### src/rtl/gta_pkg.sv
// Package for the GEMM tile accumulator: field widths, register indexes,
// and the snapshot and control types that pass between the cells and the sequencer.
// Has no dependencies.
package gta_pkg;

    localparam int DATA_W     = 32;
    localparam int ACC_W      = 64;
    localparam int IDX_W      = 2;
    localparam int USE_W      = 4;
    localparam int CNT_CFG_W  = 3;
    localparam int CFG_ADDR_W = 4;
    localparam int CFG_DATA_W = 32;
    localparam int TILE_ROWS_DEF = 4;
    localparam int TILE_COLS_DEF = 4;

    typedef enum logic [1:0] {
        REG_BETA = 2'd0,
        REG_ROWS = 2'd1,
        REG_COLS = 2'd2
    } reg_idx_t;

    typedef struct packed {
        logic             valid;
        logic             last;
        logic [IDX_W-1:0] row;
        logic [IDX_W-1:0] col;
        logic [ACC_W-1:0] value;
    } snap_t;

    typedef struct packed {
        logic             prod_load;
        logic             scale_mul;
        logic             scale_load;
        logic             acc_add;
        logic             snap_load;
        logic             snap_shift;
        logic [USE_W-1:0] nr;
        logic [USE_W-1:0] nc;
    } cell_ctrl_t;

endpackage

### src/rtl/gta_cfg.sv
// Configuration registers of the GEMM tile accumulator behind an APB-style port.
// Depends on gta_pkg.
module gta_cfg (
    input  logic                             aclk,
    input  logic                             aresetn,
    input  logic                             psel,
    input  logic                             penable,
    input  logic                             pwrite,
    input  logic [gta_pkg::CFG_ADDR_W-1:0]   paddr,
    input  logic [gta_pkg::CFG_DATA_W-1:0]   pwdata,
    output logic [gta_pkg::CFG_DATA_W-1:0]   prdata,
    output logic                             pready,
    output logic signed [gta_pkg::DATA_W-1:0] beta,
    output logic [gta_pkg::CNT_CFG_W-1:0]    rows_in_use,
    output logic [gta_pkg::CNT_CFG_W-1:0]    cols_in_use
);

    logic signed [gta_pkg::DATA_W-1:0] beta_reg;
    logic [gta_pkg::CNT_CFG_W-1:0]     rows_reg;
    logic [gta_pkg::CNT_CFG_W-1:0]     cols_reg;
    gta_pkg::reg_idx_t                 idx;
    logic                              wr_en;

    assign pready = 1'b1;
    assign idx    = gta_pkg::reg_idx_t'(paddr[3:2]);
    assign wr_en  = psel && penable && pwrite && pready;

    always_ff @(posedge aclk) begin
        if (!aresetn) begin
            beta_reg <= '0;
            rows_reg <= gta_pkg::CNT_CFG_W'(4);
            cols_reg <= gta_pkg::CNT_CFG_W'(4);
        end else if (wr_en) begin
            unique case (idx)
                gta_pkg::REG_BETA: beta_reg <= pwdata[gta_pkg::DATA_W-1:0];
                gta_pkg::REG_ROWS: rows_reg <= pwdata[gta_pkg::CNT_CFG_W-1:0];
                gta_pkg::REG_COLS: cols_reg <= pwdata[gta_pkg::CNT_CFG_W-1:0];
                default: begin
                end
            endcase
        end
    end

    always_comb begin
        unique case (idx)
            gta_pkg::REG_BETA: prdata = beta_reg;
            gta_pkg::REG_ROWS: prdata = gta_pkg::CFG_DATA_W'(rows_reg);
            gta_pkg::REG_COLS: prdata = gta_pkg::CFG_DATA_W'(cols_reg);
            default:           prdata = '0;
        endcase
    end

    assign beta        = beta_reg;
    assign rows_in_use = rows_reg;
    assign cols_in_use = cols_reg;

endmodule

### config.mk
export PLATFORM = sky130hd
export DESIGN_NAME = gta_cfg
export DESIGN_NICKNAME = d
export VERILOG_FILES = /design/src/rtl/gta_pkg.sv /design/src/rtl/gta_cfg.sv
export SDC_FILE = /design/constraint.sdc
export NUM_CORES = 1
export LEC_CHECK = 0
export ABC_AREA = 1
export BUFFER_PORTS_ARGS = -buffer_cell sky130_fd_sc_hd__buf_2
export CAP_MARGIN = 20
export CORE_ASPECT_RATIO = 1.5
export CORE_MARGIN = 2
export CORE_UTILIZATION = 40
export DETAILED_ROUTE_END_ITERATION = 8
export MAX_ROUTING_LAYER = met4
export PLACE_DENSITY_LB_ADDON = 0.25
export SYNTH_ARGS = -nofsm -noshare
export SYNTH_HDL_FRONTEND = slang
export SYNTH_SLANG_ARGS = --single-unit
### constraint.sdc
create_clock -name aclk -period 0.8 [get_ports aclk]
set_input_delay 0.04 -clock aclk [delete_from_list [all_inputs] [get_ports aclk]]
set_output_delay 0.04 -clock aclk [all_outputs]
set_load 0.02 [all_outputs]
### Word level (Yosys, flattened, before mapping)

Cells that the tools add are included.

* input port bits: 41
* bits in registers: 38

* muxes and demuxes: 1
* reductions and logical operators: 6
* equal/unequal tests: 2

Operators by type and width (number)
* 32-bit one-hot mux with 3 select lines: 1
* 2-bit AND reduction: 3
* 2-bit by 1-bit equality test with 1-bit output (second input constant): 1
* 2-bit equality test (second input constant): 1
* 1-bit logical AND: 2
* 2-bit logical NOT: 1

### Longest topological paths before layout

* word-level depth: 3
* gate-level depth with buffers: 6

### Worst setup path before layout

Ideal clock, no wire load.

* path kind: reg-to-output
* from: register beta_reg (netlist bit beta[10])
* to: output port prdata[10] in the netlist's numbering
* data required time: 760 ps
* path slack: -38 ps
* arrival: 798 ps
* buffers on the path: 0
* stages on the path, launching flop included: 3
* path through: dfxtp_1 -> inv_1 -> nor2_1

* cells in the longest elaborated chain, start to end: 1

Ends and longest elaborated chain
* from (decl): RTL line gta_cfg.sv:18 `logic signed [gta_pkg::DATA_W-1:0] beta_reg;`
* from (signal assigned): RTL line gta_cfg.sv:35 `gta_pkg::REG_BETA: beta_reg <= pwdata[gta_pkg::DATA_W-1:0];`
* 32-bit one-hot mux with 3 select lines: RTL line gta_cfg.sv:45 `unique case (idx)`
* to (decl): RTL line gta_cfg.sv:11 `output logic [gta_pkg::CFG_DATA_W-1:0] prdata,`

No other way between the ends.

### Worst setup path in the final report

* from: register beta_reg (netlist bit beta[4])
* to: output port prdata[4] in the netlist's numbering

The elaborated chain is that of the path after synthesis.

==> results.py <==
metrics = {
    "status": {
        "status": "finished, violations left",
        "violations": "negative setup slack",
    },
    "synthesis": {
        "synth-edff-count": 0,
        "synthArstFlopShare_pct": 0,
        "yosysMostFrequentCell": "nor2_1",
        "syn-num-nets": 364,
        "synth_compound_area_share_pct": 0.504,
        "yosys.area_share.simple_pct": 42.8,
        "synth_commonest_cells": "105 x nor2_1, 62 x inv_1, 50 x nand2_1",
        "synthXorXnorAreaFrac_pct": 0,
        "synth_top_family_by_area": "simple AND/OR/NAND/NOR gates",
        "ys_seq_area_share_pct": 38.3,
        "synth_top_cell_area_share_pct": 38.3,
        "synthAdderAreaFrac_pct": 0,
        "yosys.area.top_type": "dfxtp_1",
        "syn_inst": 323,
        "ys_types": 17,
        "ys_seq_elements": 38,
        "synthMuxAreaShare_pct": 0,
        "yosysWarningCount": 0,
        "syn_area_um2": 1990,
        "avgSynthCellArea_um2": 6.15,
        "synth_area_leaders": "dfxtp_1 38%, nor2_1 20%, inv_1 12%",
        "synth_ff_type": "dfxtp_1",
    },
    "drt": {
        "wl_per_cell_um": 12.0,
        "first_iter_violations": 44,
        "via_per_inst": 4.46,
        "vias": 2314,
        "antenna_left": 0,
        "drc": 0,
        "first_pass_iters": 6,
        "wirelength_um": 6240,
    },
    "setup_path": {
        "cp-start-kind": "register",
        "worstPathRequired_ns": 0.76,
        "cp.arrival_ns": 0.93,
        "critPathKind": "register to output pin",
        "endpoint_kind": "output pin",
        "crit_path_max_fanout": 3,
    },
    "timing": {
        "drv_slew": 0,
        "tns_ns": -6.25,
        "finClkSkew_ns": 0,
        "fmax_ghz": 1.04,
        "hold_ws_ns": 0.0563,
        "fin_crit_sh_pct": 121,
        "min_period_ns": 0.966,
        "rsz0062_at_grt": "true",
        "hold_violations": 0,
        "setup_slack_ns": -0.166,
        "setup_viol": 66,
    },
    "clocking": {
        "worstSkewPairLatency_ns": 0.29,
        "cts_buffers": 5,
        "cts_max_path_buffers": 2,
        "path_clk_slew_ns": 0.08,
        "cts-root-buf": "clkbuf_8",
        "htree_levels": 2,
        "clock-sinks": 38,
        "cts_tree": "yes",
    },
    "finish": {
        "largest_reg_flops": 32,
        "area_growth_pct": 81.8,
        "drive_above_1_share_pct": 57.0,
        "final_cells": 519,
        "antennaDiodeCount": 0,
        "fin_nets": 493,
        "fillers": 388,
    },
    "power_and_ir_drop": {
        "max-vdd-ir-drop_mv": 0.877,
        "p_leak_nw": 1.74,
        "power_w": 0.00438,
        "power_density_nw_per_um2": 1210,
    },
    "grt": {
        "grt_pass1_wl_um": 9280,
        "grt_start_max_net_pins": 39,
        "track_usage_pct": 22.2,
        "overflow": 0,
        "antenna_found_initial": 0,
        "grt_pass1_vias": 2155,
    },
    "place": {
        "dp_hpwl_um": 3740,
        "dp.cells": 492,
        "portBuffers": 108,
        "globalplace.congestion": 0.840,
    },
    "floorplanning": {
        "die_w_um": 61.5,
        "die_h_um": 90.3,
        "start_util_pct": 41.3,
        "rows": 31,
        "core_area_um2": 4810,
        "ios": 112,
        "dieArea_um2": 5560,
    },
    "hold_path": {
        "hp-class": "input pin to register",
    },
    "job": {
        "maxCapViolations": 0,
    },
}
-- worst paths after layout --
check | from | end | cells past startpoint | slack [ns]
hold reg to reg | beta[20] | beta[20] | 2 | 0.51
setup / recovery | beta[4] | prdata[4] | 3 | -0.17
setup reg to reg | beta[4] | beta[4] | 3 | 0.09
hold / removal | pwdata[28] | beta[28] | 5 | 0.06
-- routing by layer --
layer / track usage [%] / up-vias / share of wire [%]
li1: - / 1192 / -
met1: 22.6 / 1024 / 35
met2: 39.6 / 81 / 58
met3: 3.72 / 17 / 4.7
met4: 8.87 / 0 / 2.6
met5: - / - / 0
-- worst max-delay path, stage by stage, from the launching register on --
cell	delay, ns
dfxtp_2	0.37
inv_2	0.04
nor2_2	0.10
buf_6	0.12
-- cell families (layout without fill, tap and decap cells) --
logic type | count (synthesis) | in the layout
buf+inv | 81 | 211
simple gates | 201 | 201
flops | 38 | 38
other cells | 1 | 1
compound gates | 2 | 2
-- cells in the final DEF, fill, tap and decap left out, types with 4 or more instances in the layout --
master    Yosys  routed
nand3_2       1       4
clkbuf_8      0       5
nor2_4        2       9
nand2_2       0       8
nand2_1      50      42
dfxtp_4       0       5
buf_6         4      83
nor2_1      105      76
buf_2         6      37
buf_12        0       7
dfxtp_2       0      33
nor2_2        0      22
nand3_1      41      38
inv_2         2      31
buf_4         5      11
inv_1        62      33
-- layout make-up --
| class | instances | area, um2 | share of cell area, % |
|---|---|---|---|
| clock inverter | 1 | 30.0 | 0.832 |
| tap | 66 | 82.6 | 2.29 |
| sequential | 38 | 821 | 22.7 |
| inverter | 64 | 240 | 6.66 |
| timing repair buffer | 139 | 1350 | 37.5 |
| multi-input combinational | 204 | 1010 | 27.9 |
| clock buffer | 7 | 76.3 | 2.11 |
-- timing repair --
action	CTS	global route
pin swaps	36	8
gates resized for setup	203	40
endpoints found under the setup margin	70	71
endpoints found under the hold margin	1	0
setup buffers	4	15
hold buffers	1	0
-- metrics by stage --
step                      setup slack (ns)  cell area [um2]  utilization (%)
after floorplan                     0.0262             2060                -
after global placement             -0.0611             2740             56.9
after detailed placement            -0.105             2740             56.9
after CTS                           -0.142             3360             69.8
after global routing                -0.202             3610             75.1
final                               -0.166             3610             75.1
-- where the power goes --
group | internal, W | total, W | switching [W]
Combinational | 0.000365 | 0.000796 | 0.000431
Sequential | 0.00193 | 0.00197 | 0.0000454
Clock | 0.000934 | 0.00161 | 0.000680
Total | 0.00322 | 0.00438 | 0.00116
Power figures use the tool's default switching activity.
