<file path="config.mk">
export PLATFORM = sky130hd
export DESIGN_NAME = gta_seq
export DESIGN_NICKNAME = d
export VERILOG_FILES = /design/src/rtl/gta_pkg.sv /design/src/rtl/gta_seq.sv
export SDC_FILE = /design/constraint.sdc
export NUM_CORES = 1
export LEC_CHECK = 0
export ABC_AREA = 1
export BUFFER_PORTS_ARGS = -buffer_cell sky130_fd_sc_hd__buf_2
export CAP_MARGIN = 20
export CORE_AREA = 5 5 42 44
export CTS_BUF_LIST = sky130_fd_sc_hd__clkbuf_4
export DETAILED_ROUTE_END_ITERATION = 16
export DIE_AREA = 0 0 47 49
export GPL_TIMING_DRIVEN = 1
export PLACE_DENSITY = 0.61
export SLEW_MARGIN = 20
export SYNTH_ARGS = -nofsm -noshare
export SYNTH_HDL_FRONTEND = slang
export SYNTH_SLANG_ARGS = --single-unit
</file>
<file path="constraint.sdc">
create_clock -name aclk -period 1.15 [get_ports aclk]
set_input_delay 0.23 -clock aclk [delete_from_list [all_inputs] [get_ports aclk]]
set_output_delay 0.23 -clock aclk [all_outputs]
set_load 0.01 [all_outputs]
</file>
<file path="src/rtl/gta_pkg.sv">
// Package for the GEMM tile accumulator: field widths, register indexes,
// and the snapshot and control types that pass between the cells and the sequencer.
// Has no dependencies.
package gta_pkg;

    localparam int DATA_W     = 32;
    localparam int ACC_W      = 64;
    localparam int IDX_W      = 2;
    localparam int USE_W      = 4;
    localparam int CNT_CFG_W  = 3;
    localparam int CFG_ADDR_W = 4;
    localparam int CFG_DATA_W = 32;
    localparam int TILE_ROWS_DEF = 4;
    localparam int TILE_COLS_DEF = 4;

    typedef enum logic [1:0] {
        REG_BETA = 2'd0,
        REG_ROWS = 2'd1,
        REG_COLS = 2'd2
    } reg_idx_t;

    typedef struct packed {
        logic             valid;
        logic             last;
        logic [IDX_W-1:0] row;
        logic [IDX_W-1:0] col;
        logic [ACC_W-1:0] value;
    } snap_t;

    typedef struct packed {
        logic             prod_load;
        logic             scale_mul;
        logic             scale_load;
        logic             acc_add;
        logic             snap_load;
        logic             snap_shift;
        logic [USE_W-1:0] nr;
        logic [USE_W-1:0] nc;
    } cell_ctrl_t;

endpackage

</file>
<file path="src/rtl/gta_seq.sv">
// Sequencer of the GEMM tile accumulator: holds the request in the product stage,
// steps the beta scaling and decides when the cells add and load the snapshot chain.
// Depends on gta_pkg.
module gta_seq #(
    parameter int TILE_ROWS = gta_pkg::TILE_ROWS_DEF,
    parameter int TILE_COLS = gta_pkg::TILE_COLS_DEF
) (
    input  logic                          aclk,
    input  logic                          aresetn,
    input  logic                          s_tvalid,
    input  logic                          cmd_in,
    input  logic                          first_in,
    input  logic                          chain_empty,
    input  logic                          out_take,
    input  logic [gta_pkg::CNT_CFG_W-1:0] rows_in_use,
    input  logic [gta_pkg::CNT_CFG_W-1:0] cols_in_use,
    output logic                          s_tready,
    output gta_pkg::cell_ctrl_t           ctrl
);

    typedef enum logic [1:0] {
        PH_MUL,
        PH_SCALE,
        PH_ADD
    } phase_t;

    localparam logic [gta_pkg::USE_W-1:0] NR_MAX = gta_pkg::USE_W'(TILE_ROWS);
    localparam logic [gta_pkg::USE_W-1:0] NC_MAX = gta_pkg::USE_W'(TILE_COLS);

    phase_t                    phase_reg;
    logic                      p_valid_reg;
    logic                      p_cmd_reg;
    logic                      p_first_reg;
    logic [gta_pkg::USE_W-1:0] rows_ext;
    logic [gta_pkg::USE_W-1:0] cols_ext;

    assign rows_ext = gta_pkg::USE_W'(rows_in_use);
    assign cols_ext = gta_pkg::USE_W'(cols_in_use);

    always_comb begin
        ctrl.scale_mul  = p_valid_reg && p_first_reg && (phase_reg == PH_MUL);
        ctrl.scale_load = p_valid_reg && (phase_reg == PH_SCALE);
        ctrl.acc_add    = p_valid_reg && (!p_first_reg || phase_reg == PH_ADD)
                       && (!p_cmd_reg || chain_empty);
        ctrl.snap_load  = ctrl.acc_add && p_cmd_reg;
        ctrl.snap_shift = out_take;
        ctrl.nr         = (rows_ext > NR_MAX) ? NR_MAX : rows_ext;
        ctrl.nc         = (cols_ext > NC_MAX) ? NC_MAX : cols_ext;
        s_tready        = !p_valid_reg || ctrl.acc_add;
        ctrl.prod_load  = s_tvalid && s_tready;
    end

    always_ff @(posedge aclk) begin
        if (!aresetn) begin
            phase_reg   <= PH_MUL;
            p_valid_reg <= 1'b0;
            p_cmd_reg   <= 1'b0;
            p_first_reg <= 1'b0;
        end else begin
            if (s_tready) begin
                p_valid_reg <= s_tvalid;
                p_cmd_reg   <= cmd_in;
                p_first_reg <= first_in;
            end
            unique case (phase_reg)
                PH_MUL: begin
                    if (ctrl.scale_mul) begin
                        phase_reg <= PH_SCALE;
                    end
                end
                PH_SCALE: begin
                    phase_reg <= PH_ADD;
                end
                PH_ADD: begin
                    if (ctrl.acc_add) begin
                        phase_reg <= PH_MUL;
                    end
                end
                default: begin
                    phase_reg <= PH_MUL;
                end
            endcase
        end
    end

    a_scale_order: assert property (@(posedge aclk) disable iff (!aresetn)
        ctrl.scale_load |-> $past(ctrl.scale_mul))
        else $error("Scaled value loaded without a preceding partial product step.");

    a_snap_free: assert property (@(posedge aclk) disable iff (!aresetn)
        ctrl.snap_load |-> (chain_empty && ctrl.acc_add))
        else $error("Snapshot chain loaded while still holding a tile.");

    a_hold_request: assert property (@(posedge aclk) disable iff (!aresetn)
        (p_valid_reg && !s_tready) |=> (p_valid_reg && $stable(p_cmd_reg)
                                        && $stable(p_first_reg)))
        else $error("Pending request lost while the input was stalled.");

endmodule

</file>
* After elaboration in Yosys (flattened, before gate mapping)
Cells that the tools add are included.
Widths: inputs -> output; s select.
** Cells by class
- Order comparisons :: 2
- Equal/unequal tests :: 4
- Muxes and demuxes :: 5
- Reductions and logical operators :: 15
** Operators with widths (count)
- $logic_and 1x1->1 :: 7
- $gt 3x3->1 const B :: 2
- $mux 3 :: 2
- $pmux 2 s3 :: 1
- $mux 2 :: 2
- $ne 2x2->1 const B :: 2
- $logic_not 1->1 :: 3
- $logic_or 1x1->1 :: 3
- $eq 2x1->1 const B :: 1
- $eq 2x2->1 const B :: 1
- $logic_not 2->1 :: 1
- $reduce_and 2->1 :: 1
** Storage, ports and cells
- Register bits :: 5
- Input bits :: 13
- Output and inout port bits :: 15
- Logic and storage cells :: 30

* Depth between registers and ports, before layout
Gate-level depths: netlist of the first run.
- Depth in word-level cells :: 6
- Depth in mapped cells :: 7
- Gate-level depth less buffers :: 7

* Worst setup path before layout of the first run
Ideal clock, no wire load.
- Path kind :: reg2out
- Start point :: register p_valid_reg
- End point :: output port ctrl[9] (netlist bit)
- Arrival time :: 0.780 ns
- Data required time :: 0.920 ns
- Slack :: 0.140 ns
- Stages on the path, launching flop included :: 5
- Buffers on the path :: 0
- Cell sequence :: dfxtp_1 inv_2 a21oi_2 nand2_2 nor2_1
** RTL lines
- start: declaration :: RTL line gta_seq.sv:31 : logic p_valid_reg;
- start signal: assignment :: RTL line gta_seq.sv:61 : p_valid_reg <= s_tvalid;
- end: declaration :: RTL line gta_seq.sv:18 : output gta_pkg::cell_ctrl_t ctrl

==> metrics.yaml, run 1 <==
sta:
  fmax_mhz: 746
  hold_viol: 0
  post-route-period-util_pct: 117
  fin_tns_setup_ns: -0.687
  rsz0062_at_grt: "true"
  setup_violations: 6
  min_period_ns: 1.34
  layout_setup_ws_ns: -0.190
  drv_slew: 0
  skew_ns: 0.00182
clock_tree:
  cts_hold_buf: 0
  clock_latency_ns: 0.24
  cts_tree: "yes"
  cts_max_level: 1
  cts_buffers: 3
  cts_root_buffer: "clkbuf_4"
  cts.sinks: 5
  clk_pin_slew_ns: 0.04
  cts_buffer_depth: 2
global_route:
  grt_pass1_vias: 370
  grt_start_max_net_pins: 6
  grt_usage_pct: 7.89
  grt_pass1_wl_mm: 1.30
  antenna_found_initial: 0
  grt.overflow.total: 0
detailed_routing:
  drt_pass1_iterations: 4
  drc: 0
  num_vias: 414
  drt_wl_total_um: 987
  drt_iter0_drc: 4
  wire_per_inst_um: 10.1
  vias_per_cell: 4.22
  ant_nets: 0
synthesis:
  ys_types: 16
  yosys.area_share.simple_pct: 33.7
  yosys_warnings: 0
  synthXorXnorAreaFrac_pct: 0
  syn_area_um2: 323
  ys_ff_latch: 5
  synth_compound_area_share_pct: 8.53
  syn_area_per_cell_um2: 5.98
  synth_top_area_share_pct: 31.0
  synthAdderAreaFrac_pct: 0
  synthMuxAreaShare_pct: 0
  syn_inst: 54
  ys_seq_area_share_pct: 31.0
  synth_area_leaders: "dfxtp_1 31%, inv_1 14%, nor2_1 12%"
  yosys.area.top_type: "dfxtp_1"
  synth_top_family_by_area: "simple AND/OR/NAND/NOR gates"
outcome:
  outcome: "finished with violations"
  violations: "negative setup slack"
power:
  p_clk_share_pct: 38.2
  p_switching_mw: 0.169
  p_int_mw: 0.418
  pwr-share-comb_pct: 28.2
  cellLeakagePower_nw: 0.329
  ir_worst_vdd_v: 0.000518
  power_density_nw_per_um2: 1020
  pwr-share-seq_pct: 33.6
  power_switching_share_pct: 28.8
finish:
  finalNonFillerCells: 98
  area_delta_synth_final_pct: 79.1
  fin_nets: 96
  largest_register_ffs: 2
  final_util_pct: 41.3
  antenna_cells: 0
  layout-drive-gt1-share_pct: 62.2
  postLayoutCellArea_um2: 578
placement:
  pre_cts_ws_ns: 0.0512
  io_buffers: 23
  gp_congestion: 0.769
  place_inst: 91
  place_area_um2: 447
  dp_hpwl_um: 710
min_path:
  timing.hold.worst.class: "in -> reg"
worst_setup_path:
  path_class: "reg -> out"
  end_kind: "output port"
  cp_max_fo: 5
  cp.arrival_ns: 1.11
  cp-start-kind: "flip-flop"
  cp.required_ns: 0.92
job:
  maxCapViolCount: 0
floorplanning:
  fp.dieH_um: 49
  die_x_um: 47
  coreArea_um2: 1400
  die-area_um2: 2300
  io_pins: 28
  rows: 14
  initial_utilization_pct: 23.0
cells in the final DEF, fill, tap and decap left out, types with 2 or more instances in the layout:
master,instances
nor2_1,8
inv_1,11
nand2_4,4
buf_2,21
buf_6,2
inv_2,2
a21oi_1,2
nor2_2,2
conb_1,2
dfxtp_2,5
a21oi_4,2
nand2_1,5
buf_4,5
clkbuf_4,4
worst max-delay path, cell delays in order, from the launching register on:
cell and delay (ns):
dfxtp_2 0.34, inv_4 0.05, a21oi_4 0.14, nand2_4 0.09
nor2_2 0.11, buf_2 0.13
power groups by stage:
stage	Sequential, mW	Combinational, mW	Clock (mW)
after floorplan	0.194	0.0760	0
after global placement	0.194	0.120	0
after detailed placement	0.194	0.122	0
after CTS	0.193	0.136	0.236
after global routing	0.198	0.182	0.241
final	0.197	0.166	0.224
stage by stage:
step                power (mW)  hold WS (ns)
floorplan                0.270         0.351
global placement         0.315         0.456
global route             0.621         0.222
finish                   0.587         0.211
CTS                      0.565         0.210
detailed placement       0.316         0.460
synth_stat cells:
master	count
nor3_1	1
conb_1	1
nor4_1	1
nor2_1	10
nand3_1	1
buf_4	3
inv_1	12
nand2_2	2
nor2_2	1
a21oi_2	2
dfxtp_1	5
a21oi_1	2
inv_2	2
nand2_1	8
nand4_1	1
clkbuf_1	2
kinds of logic (layout without fill, tap and decap cells):
group / Yosys count / in the layout
AO/OA/AOI/OAI: 4 / 4
buffers and inverters: 19 / 46
flip-flops: 5 / 5
other: 1 / 2
AND/OR/NAND/NOR: 25 / 25
metal layers:
metal  share of wire [%]  routed length, µm  GRT usage (%)  vias up
met5                   0                  0              0        -
met4                 2.1                 21           8.29        0
met3                  17                172           2.58        2
met2                  49                484           13.1       25
met1                  31                309           6.37      180
li1                    -                  -              -      207
final cells by class:
cell class	instances	area [µm²]
Multi-Input combinational cell	31	201
Timing Repair Buffer	28	165
Fill cell	170	823
Sequential cell	5	106
Clock buffer	4	30.0
Tap cell	16	20.0
Inverter	14	55.1
path summary, 6_finish.rpt:
path | start | end | slack, ns | cells after the start
max | p_valid_reg | ctrl[9] | -0.19 | 5
min | first_in | p_first_reg | 0.21 | 3
max reg2reg | phase_reg[0] | p_cmd_reg | 0.06 | 8
min reg2reg | phase_reg[0] | phase_reg[1] | 0.51 | 2
timing repair:
item	4_1_cts	5_1_grt
endpoints found under the hold margin	0	0
gates resized for setup	7	15
pin swaps	5	4
buffers inserted	3	1
setup endpoints to repair	5	7
Note: power is estimated with default switching activity, not from simulation.
==> run 2, diff against run 1 <==
--- a/config.mk
+++ b/config.mk
@@ -14,6 +14,7 @@
 export DIE_AREA = 0 0 47 49
 export GPL_TIMING_DRIVEN = 1
 export PLACE_DENSITY = 0.61
+export RECOVER_POWER = 50
 export SLEW_MARGIN = 20
 export SYNTH_ARGS = -nofsm -noshare
 export SYNTH_HDL_FRONTEND = slang
==> constraint.sdc (replaced) <==
create_clock -name aclk -period 1.5 [get_ports aclk]
set_input_delay 0.3 -clock aclk [delete_from_list [all_inputs] [get_ports aclk]]
set_output_delay 0.3 -clock aclk [all_outputs]
set_load 0.01 [all_outputs]
==> run 2 against run 1 <==
Net effect:
- the flow now finishes without violations
- die area unchanged
- sequential share of layout area increased by 3.6 points
- wire length fell by 18%
- cell area decreased by 19%
- first-iteration DRC count increased by 100%
- register-to-register slack improved by 0.52 ns
- clock skew about the same
- via count fell by 9.7%
- critical path depth stayed put
- hold slack better by 0.060 ns
- sequential power decreased by 25%
- non-clock buffer count down 5
- largest cell class unchanged
- largest power group unchanged
==> metrics.yaml, run 2 (synthesis results as in run 1) <==
clock_tree:
  cts_hold_buf: 0
  cts.sinks: 5
  cts_root_buffer: "clkbuf_4"
  cts_max_level: 1
  cts_setup_buffers: 0
  clk_pin_slew_ns: 0.04
  cts_buffer_depth: 2
  post_cts_resized: 0
  cts_buffers: 3
  cts_tree: "yes"
  clock_latency_ns: 0.24
detailed_routing:
  drt_iter0_drc: 8
  drt_pass1_iterations: 4
  wl_met1_um: 273
  wire_per_inst_um: 8.69
  ant_nets: 0
  highest_layer: "met3"
  num_vias: 374
  vias_per_cell: 4.02
  drc: 0
  drt_wl_total_um: 808
  wl_met2_um: 352
  routed-wl-met3_um: 183
power:
  cellLeakagePower_nw: 0.268
  p_switching_mw: 0.110
  p_clk_share_pct: 41.9
  power_switching_share_pct: 27.1
  pwr-share-comb_pct: 21.6
  p_int_mw: 0.295
  ir_worst_vdd_v: 0.000371
  power_density_nw_per_um2: 870
  pwr-share-seq_pct: 36.5
finish:
  multi_input_area_um2: 151
  finalNonFillerCells: 93
  seq_area_um2: 103
  fin_nets: 91
  antenna_cells: 0
  largest_register_ffs: 2
  final_cell_mix: "18 x buf_2, 12 x inv_1, 10 x nor2_1"
  postLayoutCellArea_um2: 465
  area_delta_synth_final_pct: 44.2
  fillers: 167
  final_common_cell: "buf_2"
  layout-drive-gt1-share_pct: 40.3
global_route:
  grt_pass1_wl_mm: 1.13
  grt_start_max_net_pins: 6
  antenna_found_initial: 0
  grt_pass1_vias: 311
  grt_usage_pct: 7.32
  grt.overflow.total: 0
worst_setup_path:
  path_class: "reg -> out"
  cp_max_fo: 5
  cp.arrival_ns: 1.09
  r2r_cells: 7
  cp.required_ns: 1.20
  end_kind: "output port"
  cp-start-kind: "flip-flop"
placement:
  place_inst: 89
  io_buffers: 23
  gp_congestion: 0.679
  place_area_um2: 432
  dp_hpwl_um: 669
min_path:
  holdPathStages: 3
  timing.hold.worst.class: "in -> reg"
floorplanning:
  io_pins: 28
  die-area_um2: 2300
  rows: 14
  initial_utilization_pct: 23.0
  die_x_um: 47
  fp.dieH_um: 49
  coreArea_um2: 1400
sta:
  fmax_mhz: 717
  holdWs_ns: 0.271
  setup_violations: 0
  hold_viol: 0
  min_period_ns: 1.39
  fin_tns_setup_ns: 0
  post-route-period-util_pct: 92.9
  skew_ns: 0.00192
  drv_slew: 0
outcome:
  outcome: "completed"
job:
  maxCapViolCount: 0
-- run 2: cell types whose count changed in the layout (fill, tap and decap cells not counted), moves of 3 or more --
cell	delta
dfxtp_1	+3
nand2_1	+3
buf_2	-3
nand2_4	-4
clkbuf_1	+5
buf_4	-5
dfxtp_2	-3
-- run 2: layer usage --
layer | global-route usage, % | vias to the layer above
li1 | - | 198
met4 | 9.68 | 0
met1 | 7.68 | 149
met5 | 0 | -
met2 | 8.82 | 27
met3 | 3.32 | 0
-- run 2: stage by stage --
step                utilization (%)  power, mW  worst slack [ns]
global route                   33.2      0.432           -0.0163
finish                         33.2      0.405             0.106
CTS                            32.9      0.413            0.0572
floorplan                         -      0.207             0.420
global placement               30.8      0.236             0.273
detailed placement             30.8      0.237             0.267
-- run 2: layout make-up --
| cell class | count | area share [%] |
|---|---|---|
| Multi-Input combinational cell | 31 | 32.5 |
| Clock buffer | 4 | 6.45 |
| Timing Repair Buffer | 23 | 23.4 |
| Sequential cell | 5 | 22.0 |
| Tap cell | 16 | 4.30 |
| Inverter | 14 | 11.3 |
-- run 2: final timing paths --
kind                start      endpoint  slack, ns
max           p_valid_reg       ctrl[9]       0.11
min reg2reg   p_first_reg  phase_reg[0]       0.49
max reg2reg  phase_reg[0]     p_cmd_reg       0.58
min              first_in   p_first_reg       0.27
-- run 2: critical path, stage by stage (launching register included) --
cell and delay (ns):
dfxtp_2 0.35, inv_2 0.07, a21oi_2 0.12, nand2_2 0.09
nor2_1 0.09, buf_2 0.13
-- run 2: power by group through the flow --
stage	logic, mW	clock network (mW)	registers [mW]
2_1_floorplan	0.0583	0	0.149
3_3_place_gp	0.0858	0	0.150
3_5_place_dp	0.0870	0	0.150
4_1_cts	0.0874	0.179	0.147
5_1_grt	0.0990	0.184	0.149
6_report	0.0874	0.170	0.148
